===== config.mk =====
export PLATFORM = sky130hd
export DESIGN_NAME = control_search_space_check_core
export DESIGN_NICKNAME = d
export VERILOG_FILES = /design/src/rtl/css_pkg.sv /design/src/rtl/css_seq.sv /design/src/rtl/css_datapath.sv /design/src/rtl/control_search_space_check_core.sv
export SDC_FILE = /design/constraint.sdc
export NUM_CORES = 1
export LEC_CHECK = 0
export ABC_AREA = 1
export BUFFER_PORTS_ARGS = -buffer_cell sky130_fd_sc_hd__buf_2
export CAP_MARGIN = 20
export CORE_ASPECT_RATIO = 1.1
export CORE_UTILIZATION = 35
export CTS_BUF_LIST = sky130_fd_sc_hd__clkbuf_16
export DETAILED_ROUTE_END_ITERATION = 10
export SYNTH_ARGS = -nofsm -noshare
export SYNTH_HDL_FRONTEND = slang
export SYNTH_SLANG_ARGS = --single-unit

===== constraint.sdc =====
create_clock -name clk -period 7.85 [get_ports clk]
set_input_delay 0 -clock clk [delete_from_list [all_inputs] [get_ports clk]]
set_output_delay 0 -clock clk [all_outputs]
set_load 0.02 [all_outputs]

===== src/rtl/css_pkg.sv =====
// package: types, constants and microcode of the control search space check
package css_pkg;

	localparam int AGL_W   = 4;
	localparam int CCE_W   = 7;
	localparam int SF_W    = 4;
	localparam int ID_W    = 16;
	localparam int HASH_W  = 17;
	localparam int PROD_W  = 33;
	localparam int CNT_W   = 5;
	localparam int PC_W    = 4;

	localparam logic [ID_W-1:0]   HASH_MULT   = 16'd39827;
	localparam logic [HASH_W:0]   HASH_MOD    = 18'd65537;
	localparam logic [CCE_W-1:0]  COMMON_CCES = 7'd16;
	localparam logic [CNT_W-1:0]  DIV_MSB     = 5'd16;
	localparam logic [CNT_W-1:0]  CANDS_LOW   = 5'd5;
	localparam logic [CNT_W-1:0]  CANDS_HIGH  = 5'd1;

	typedef enum logic [3:0] {
		OP_NOP       = 4'd0,
		OP_LOAD      = 4'd1,
		OP_CHECK     = 4'd2,
		OP_MUL       = 4'd3,
		OP_RED       = 4'd4,
		OP_DIV_INIT  = 4'd5,
		OP_DIV       = 4'd6,
		OP_CAND_INIT = 4'd7,
		OP_CAND      = 4'd8,
		OP_DONE      = 4'd9
	} op_t;

	typedef enum logic [2:0] {
		COND_NEXT     = 3'd0,
		COND_ALWAYS   = 3'd1,
		COND_NO_START = 3'd2,
		COND_DECIDED  = 3'd3,
		COND_CNT_NZ   = 3'd4,
		COND_OUT_BUSY = 3'd5
	} cond_t;

	typedef struct packed {
		op_t             op;
		cond_t           cond;
		logic [PC_W-1:0] target;
	} ctl_t;

	typedef struct packed {
		logic decided;
		logic cnt_nz;
		logic out_free;
	} stat_t;

	localparam logic [PC_W-1:0] A_IDLE      = 4'd0;
	localparam logic [PC_W-1:0] A_CHECK     = 4'd1;
	localparam logic [PC_W-1:0] A_MUL       = 4'd2;
	localparam logic [PC_W-1:0] A_RED       = 4'd3;
	localparam logic [PC_W-1:0] A_DIV_INIT  = 4'd4;
	localparam logic [PC_W-1:0] A_DIV       = 4'd5;
	localparam logic [PC_W-1:0] A_CAND_INIT = 4'd6;
	localparam logic [PC_W-1:0] A_CAND      = 4'd7;
	localparam logic [PC_W-1:0] A_DONE      = 4'd8;
	localparam logic [PC_W-1:0] A_RET       = 4'd9;

	function automatic ctl_t ucode(input logic [PC_W-1:0] pc);
		ctl_t w;
		unique case (pc)
			A_IDLE:      w = '{op: OP_LOAD,      cond: COND_NO_START, target: A_IDLE};
			A_CHECK:     w = '{op: OP_CHECK,     cond: COND_DECIDED,  target: A_DONE};
			A_MUL:       w = '{op: OP_MUL,       cond: COND_NEXT,     target: A_IDLE};
			A_RED:       w = '{op: OP_RED,       cond: COND_CNT_NZ,   target: A_MUL};
			A_DIV_INIT:  w = '{op: OP_DIV_INIT,  cond: COND_NEXT,     target: A_IDLE};
			A_DIV:       w = '{op: OP_DIV,       cond: COND_CNT_NZ,   target: A_DIV};
			A_CAND_INIT: w = '{op: OP_CAND_INIT, cond: COND_NEXT,     target: A_IDLE};
			A_CAND:      w = '{op: OP_CAND,      cond: COND_CNT_NZ,   target: A_CAND};
			A_DONE:      w = '{op: OP_DONE,      cond: COND_OUT_BUSY, target: A_DONE};
			A_RET:       w = '{op: OP_NOP,       cond: COND_ALWAYS,   target: A_IDLE};
			default:     w = '{op: OP_NOP,       cond: COND_ALWAYS,   target: A_IDLE};
		endcase
		return w;
	endfunction

endpackage


===== src/rtl/css_seq.sv =====
// microcode sequencer: step counter, control rom and jump logic
module css_seq import css_pkg::*; (
	input  logic  clk,
	input  logic  arst_n,
	input  logic  in_valid,
	input  stat_t stat,
	output ctl_t  ctl,
	output logic  in_ready
);

	logic [PC_W-1:0] pc_q;
	logic            jump;

	assign ctl      = ucode(pc_q);
	assign in_ready = (ctl.op == OP_LOAD);

	always_comb begin
		unique case (ctl.cond)
			COND_NEXT:     jump = 1'b0;
			COND_ALWAYS:   jump = 1'b1;
			COND_NO_START: jump = !in_valid;
			COND_DECIDED:  jump = stat.decided;
			COND_CNT_NZ:   jump = stat.cnt_nz;
			COND_OUT_BUSY: jump = !stat.out_free;
			default:       jump = 1'b1;
		endcase
	end

	always_ff @(posedge clk or negedge arst_n) begin
		if (!arst_n) begin
			pc_q <= A_IDLE;
		end else if (jump) begin
			pc_q <= ctl.target;
		end else begin
			pc_q <= pc_q + 1'b1;
		end
	end

endmodule


===== src/rtl/css_datapath.sv =====
// datapath: operand registers, hash multiply and reduce, serial modulo, candidate scan
module css_datapath import css_pkg::*; #(
	parameter int MAX_CCES = 128
) (
	input  logic             clk,
	input  logic             arst_n,
	input  ctl_t             ctl,
	input  logic             in_take,
	input  logic [AGL_W-1:0] aggregation_level,
	input  logic [CCE_W-1:0] cce_count,
	input  logic [SF_W-1:0]  subframe_number,
	input  logic [ID_W-1:0]  identifier,
	input  logic [CCE_W-1:0] first_cce,
	input  logic             out_ready,
	output stat_t            stat,
	output logic             out_valid,
	output logic             in_search_space
);

	logic [AGL_W-1:0]  agl_q;
	logic [CCE_W-1:0]  ncce_q;
	logic [CCE_W-1:0]  start_q;
	logic [HASH_W-1:0] y_q;
	logic [PROD_W-1:0] prod_q;
	logic [CNT_W-1:0]  cnt_q;
	logic [CCE_W-1:0]  rem_q;
	logic [CCE_W-1:0]  cand_q;
	logic              hit_q;
	logic              out_valid_q;
	logic              out_bit_q;

	logic [CCE_W-1:0]  ncce_sat;
	logic              legal;
	logic [1:0]        lg;
	logic [CCE_W-1:0]  mask;
	logic [CCE_W-1:0]  blocks;
	logic [CCE_W-1:0]  start_blk;
	logic              aligned;
	logic [CCE_W-1:0]  css;
	logic              common_hit;
	logic              decided;
	logic              decided_hit;
	logic [HASH_W:0]   red_diff;
	logic [HASH_W-1:0] red_y;
	logic [CCE_W:0]    trial;
	logic [CCE_W-1:0]  rem_next;
	logic [CCE_W:0]    cand_inc;
	logic              cand_match;
	logic              out_free;

	assign ncce_sat = ({2'b00, cce_count} > 9'(MAX_CCES)) ? CCE_W'(MAX_CCES) : cce_count;

	always_comb begin
		unique case (agl_q)
			4'd1:    begin legal = 1'b1; lg = 2'd0; end
			4'd2:    begin legal = 1'b1; lg = 2'd1; end
			4'd4:    begin legal = 1'b1; lg = 2'd2; end
			4'd8:    begin legal = 1'b1; lg = 2'd3; end
			default: begin legal = 1'b0; lg = 2'd0; end
		endcase
	end

	assign mask        = (CCE_W'(1) << lg) - CCE_W'(1);
	assign blocks      = ncce_q >> lg;
	assign start_blk   = start_q >> lg;
	assign aligned     = ((start_q & mask) == '0);
	assign css         = (ncce_q < COMMON_CCES) ? ncce_q : COMMON_CCES;
	assign common_hit  = aligned && (({1'b0, start_q} + {4'b0000, agl_q}) <= {1'b0, css});
	assign decided     = !legal || (blocks == '0) || common_hit;
	assign decided_hit = legal && (blocks != '0) && common_hit;

	// 2^16 = -1 mod 65537
	assign red_diff = {2'b00, prod_q[15:0]} - {1'b0, prod_q[PROD_W-1:16]};
	assign red_y    = red_diff[HASH_W] ? HASH_W'(red_diff + HASH_MOD) : red_diff[HASH_W-1:0];

	assign trial    = {rem_q, y_q[cnt_q]};
	assign rem_next = (trial >= {1'b0, blocks}) ? CCE_W'(trial - {1'b0, blocks}) : trial[CCE_W-1:0];

	assign cand_inc   = {1'b0, cand_q} + 1'b1;
	assign cand_match = aligned && (start_blk == cand_q);

	assign out_free = !out_valid_q || out_ready;

	assign stat.decided  = decided;
	assign stat.cnt_nz   = (cnt_q != '0);
	assign stat.out_free = out_free;

	always_ff @(posedge clk) begin
		unique case (ctl.op)
			OP_LOAD: begin
				if (in_take) begin
					agl_q   <= aggregation_level;
					ncce_q  <= ncce_sat;
					start_q <= first_cce;
					y_q     <= {1'b0, identifier};
					cnt_q   <= {1'b0, subframe_number};
				end
			end
			OP_CHECK: begin
				hit_q <= decided_hit;
			end
			OP_MUL: begin
				prod_q <= PROD_W'(y_q) * PROD_W'(HASH_MULT);
			end
			OP_RED: begin
				y_q   <= red_y;
				cnt_q <= cnt_q - 1'b1;
			end
			OP_DIV_INIT: begin
				rem_q <= '0;
				cnt_q <= DIV_MSB;
			end
			OP_DIV: begin
				rem_q <= rem_next;
				cnt_q <= cnt_q - 1'b1;
			end
			OP_CAND_INIT: begin
				cand_q <= rem_q;
				cnt_q  <= agl_q[3:2] != 2'b00 ? CANDS_HIGH : CANDS_LOW;
			end
			OP_CAND: begin
				if (cand_match) begin
					hit_q <= 1'b1;
				end
				cand_q <= (cand_inc == {1'b0, blocks}) ? '0 : cand_inc[CCE_W-1:0];
				cnt_q  <= cnt_q - 1'b1;
			end
			OP_NOP, OP_DONE: begin
			end
			default: begin
			end
		endcase
	end

	always_ff @(posedge clk or negedge arst_n) begin
		if (!arst_n) begin
			out_valid_q <= 1'b0;
		end else if (ctl.op == OP_DONE && out_free) begin
			out_valid_q <= 1'b1;
		end else if (out_ready) begin
			out_valid_q <= 1'b0;
		end
	end

	always_ff @(posedge clk) begin
		if (ctl.op == OP_DONE && out_free) begin
			out_bit_q <= hit_q;
		end
	end

	assign out_valid       = out_valid_q;
	assign in_search_space = out_bit_q;

endmodule


===== src/rtl/control_search_space_check_core.sv =====
// top level: control-channel search space check
//
// input channel: in_valid/in_ready with aggregation_level, cce_count,
// subframe_number, identifier and first_cce; one transfer per check
// output channel: out_valid/out_ready with in_search_space, one transfer
// per input transfer, in order
// a microcode sequencer steps a small datapath: level and common space
// check, then subframe_number+1 hash rounds (each a multiply, then a
// reduce mod 65537), a bit-serial modulo of the 17-bit hash by the block
// count, and a scan of 6 (levels 1, 2) or 2 (levels 4, 8) candidates
// an illegal level, too few CCEs for one block or a hit in the common
// space decides the check at once and skips the hash, modulo and scan;
// one check at a time: after the final step registers the result, the
// sequencer passes a return step and then raises in_ready again for
// another input transfer
// the result sits in an output register; a stalled receiver holds the
// sequencer at its final step until that register frees up
// reset clears the step counter and the output valid; nothing else is kept
module control_search_space_check_core import css_pkg::*; #(
	parameter int MAX_CCES = 128
) (
	input  logic             clk,
	input  logic             arst_n,
	input  logic             in_valid,
	output logic             in_ready,
	input  logic [AGL_W-1:0] aggregation_level,
	input  logic [CCE_W-1:0] cce_count,
	input  logic [SF_W-1:0]  subframe_number,
	input  logic [ID_W-1:0]  identifier,
	input  logic [CCE_W-1:0] first_cce,
	output logic             out_valid,
	input  logic             out_ready,
	output logic             in_search_space
);

	ctl_t  ctl;
	stat_t stat;

	css_seq u_seq (
		.clk      (clk),
		.arst_n   (arst_n),
		.in_valid (in_valid),
		.stat     (stat),
		.ctl      (ctl),
		.in_ready (in_ready)
	);

	css_datapath #(
		.MAX_CCES (MAX_CCES)
	) u_dp (
		.clk               (clk),
		.arst_n            (arst_n),
		.ctl               (ctl),
		.in_take           (in_valid && in_ready),
		.aggregation_level (aggregation_level),
		.cce_count         (cce_count),
		.subframe_number   (subframe_number),
		.identifier        (identifier),
		.first_cce         (first_cce),
		.out_ready         (out_ready),
		.stat              (stat),
		.out_valid         (out_valid),
		.in_search_space   (in_search_space)
	);

endmodule

==> results_dict.tcl <==
set metrics [dict create \
    hpwlAfterDp_mm 25.2 \
    syn_inst 1439 \
    hold_viol_final 0 \
    post_drt_wl_per_cell_um 15.4 \
    synth_edf_count 89 \
    antenna_left 0 \
    cp-start-kind "flop" \
    syn_avg_cell_area_sq_um 8.47 \
    grt_pass1_vias 9525 \
    multiInputGateArea_sq_mm 0.00823 \
    hp-class "in -> reg" \
    cts_max_path_buffers 2 \
    antenna_found_initial 0 \
    io-pin-count 45 \
    synthTopCellsByArea "edfxtp_1, ha_1, fa_1, nand2_1, inv_1" \
    io_buffer_count 44 \
    dr.pass1.iters 8 \
    fmax_ghz 0.176 \
    fin_nets 1833 \
    endpoint_kind "flop" \
    clk_pin_slew_worst_paths_ns 0.07 \
    start_util 0.356 \
    synth_most_common_cell "nand2_1" \
    grt_max_degree 34 \
    num_rows 71 \
    synth-seq-area-share 0.229 \
    die_w_um 180 \
    worst_slew_pin_slew_ns 0.910 \
    fill_cells 3465 \
    grt_pass1_wl_mm 48.9 \
    worst-setup-path-type "reg -> reg" \
    synth_commonest_cells "nand2_1, inv_1, ha_1" \
    worstPathArrival_ns 5.78 \
    overflow 0 \
    setup_tns_ns 0 \
    insertion_delay_ns 0.37 \
    drv_slew 0 \
    fin_crit_ns 5.68 \
    die_y_um 198 \
    crit_fanout 10 \
    status "complete, but fails checks" \
    cts_buffers 9 \
    violations "design-rule violations" \
    rsz0062_at_grt "no" \
    seqCellArea_sq_mm 0.00280 \
    finalSetupViolations 0 \
    avgViaCountPerCell 4.93 \
    finalClockSkew_ns 0.0163 \
    synthFlopType "edfxtp_1" \
    h-tree-depth 3 \
    first_iter_violations 482 \
    gp_congestion 0.868 \
    core_area_sq_mm 0.0343 \
    slew-limit-headroom 0.392 \
    synth_seq_cells 94 \
    cts_tree "built" \
    yosysWarnings 0 \
    postCtsSetupRepairBufs 0 \
    diodes 0 \
    routed_wl_mm 30.1 \
    period_share 0.724 \
    yosys.area.top_type "edfxtp_1" \
    cp.required_ns 7.95 \
    track_usage 0.174 \
    ys_types 59 \
    vias 9640 \
    async_reset_ff_frac 0.0532 \
    cts.sink_count 94 \
    synth_top_area_frac 0.219 \
    drv_cap 0 \
    syn_area_sq_mm 0.0122 \
    clockRootBuffer "clkbuf_16" \
    drive_gt1_frac 0.0943 \
    syn_to_final_growth_pct 11.0 \
    dieArea_sq_mm 0.0356 \
    drcViolationCount 3 \
]
==> sequential cells by signal, summed over array words and instances, names as in the netlist <==
signal                cells
u_dp.cand_q               7
u_dp.in_search_space      1
u_dp.start_q              7
u_dp.hit_q                1
u_dp.cnt_q                5
u_seq.pc_q                4
u_dp.out_valid            1
u_dp.rem_q                7
u_dp.agl_q                4
u_dp.y_q                 17
u_dp.prod_q              33
u_dp.ncce_q               7
==> placed cells by master (no fill, tap or decap), drive strengths merged, types with 2 or more instances in the layout <==
cell | netlist | layout
a21boi | 2 | 2
or2 | 3 | 3
nor3 | 14 | 14
nor4 | 2 | 2
nand3 | 73 | 73
a21oi | 69 | 69
a22oi | 2 | 2
conb | 1 | 2
o22ai | 2 | 2
inv | 286 | 289
nor2 | 105 | 105
ha | 184 | 184
xor2 | 49 | 49
a221oi | 2 | 2
buf | 11 | 45
o21bai | 4 | 4
edfxtp | 89 | 89
a21o | 6 | 6
clkinv | 2 | 3
nand3b | 5 | 5
bufinv | 0 | 3
nand4 | 16 | 16
clkbuf | 2 | 9
o221ai | 2 | 2
o2111ai | 3 | 3
dlygate4sd3 | 0 | 29
o31ai | 2 | 2
xnor2 | 12 | 12
fa | 95 | 95
o21ai | 64 | 64
o21a | 3 | 3
o211ai | 4 | 4
a31oi | 7 | 7
nand2 | 305 | 305
and2 | 3 | 3
dfrtp | 5 | 5
==> path summary, 6_finish.rpt <==
check / start / cells after the start / to / slack, ns
max: u_dp.y_q[7] / 16 / u_dp.prod_q[28] / 2.17
min: identifier[13] / 3 / u_dp.y_q[13] / 0.01
max reg2reg: u_dp.y_q[7] / 16 / u_dp.prod_q[28] / 2.17
min reg2reg: u_dp.hit_q / 0 / u_dp.in_search_space / 0.51
max in group asynchronous: arst_n / 3 / u_dp.out_valid / 7.12
min in group asynchronous: arst_n / 3 / u_seq.pc_q[2] / 0.54
==> metrics by stage <==
| step | util | area (sq um) | std cells | setup slack [ns] | hold WS (ns) |
|---|---|---|---|---|---|
| detailed placement | 0.376 | 12900 | 1910 | 2.22 | -0.182 |
| floorplan | - | 12200 | 1440 | 2.69 | -0.296 |
| global route | 0.395 | 13500 | 1955 | 1.94 | 0.0146 |
| global placement | 0.376 | 12900 | 1910 | 2.22 | -0.179 |
| finish | 0.395 | 13500 | 1955 | 2.17 | 0.0149 |
| CTS | 0.395 | 13500 | 1955 | 2.19 | 0.0167 |
==> logic make-up after synthesis <==
family | Yosys count | synth area share
compound gates | 175 | 0.0848
xor+xnor | 61 | 0.0451
fa+ha+maj | 279 | 0.345
buf+inv | 301 | 0.0958
flops | 94 | 0.229
mux | 1 | 0.000821
other cells | 1 | 0.000308
simple gates | 527 | 0.199
==> worst max-delay path, cell delays in order (launching register included) <==
cell and delay, ns:
edfxtp_1 0.66, fa_1 0.60, inv_1 0.06, fa_1 0.44, fa_1 0.55, inv_1 0.05, fa_1 0.46, fa_1 0.55
inv_1 0.05, fa_1 0.54, inv_1 0.04, ha_1 0.35, nand2_1 0.10, o21ai_0 0.33, a21boi_0 0.15, o311ai_0 0.38
xor2_1 0.12
==> area by class of cell <==
cell class / count / share of cell area
clock inverter: 7 / 0.00943
multi-input combinational: 1045 / 0.608
tap: 438 / 0.0405
inverter: 288 / 0.0801
sequential: 94 / 0.207
timing repair buffer: 74 / 0.0383
clock buffer: 9 / 0.0166
==> per-layer routing <==
layer | vias up | GRT usage | part of all wire
li1 | 4805 | - | -
met1 | 4639 | 0.231 | 0.47
met2 | 169 | 0.306 | 0.49
met3 | 27 | 0.0171 | 0.028
met4 | 0 | 0.0405 | 0.014
met5 | - | 0 | 0
==> repair_timing <==
action                    CTS  global route
hold buffers               29             0
hold endpoints to repair   32             0
gates resized for setup     0             0
Power is not shown: default switching activity piles up to over one toggle a cycle in this logic, so the estimate is an artifact.
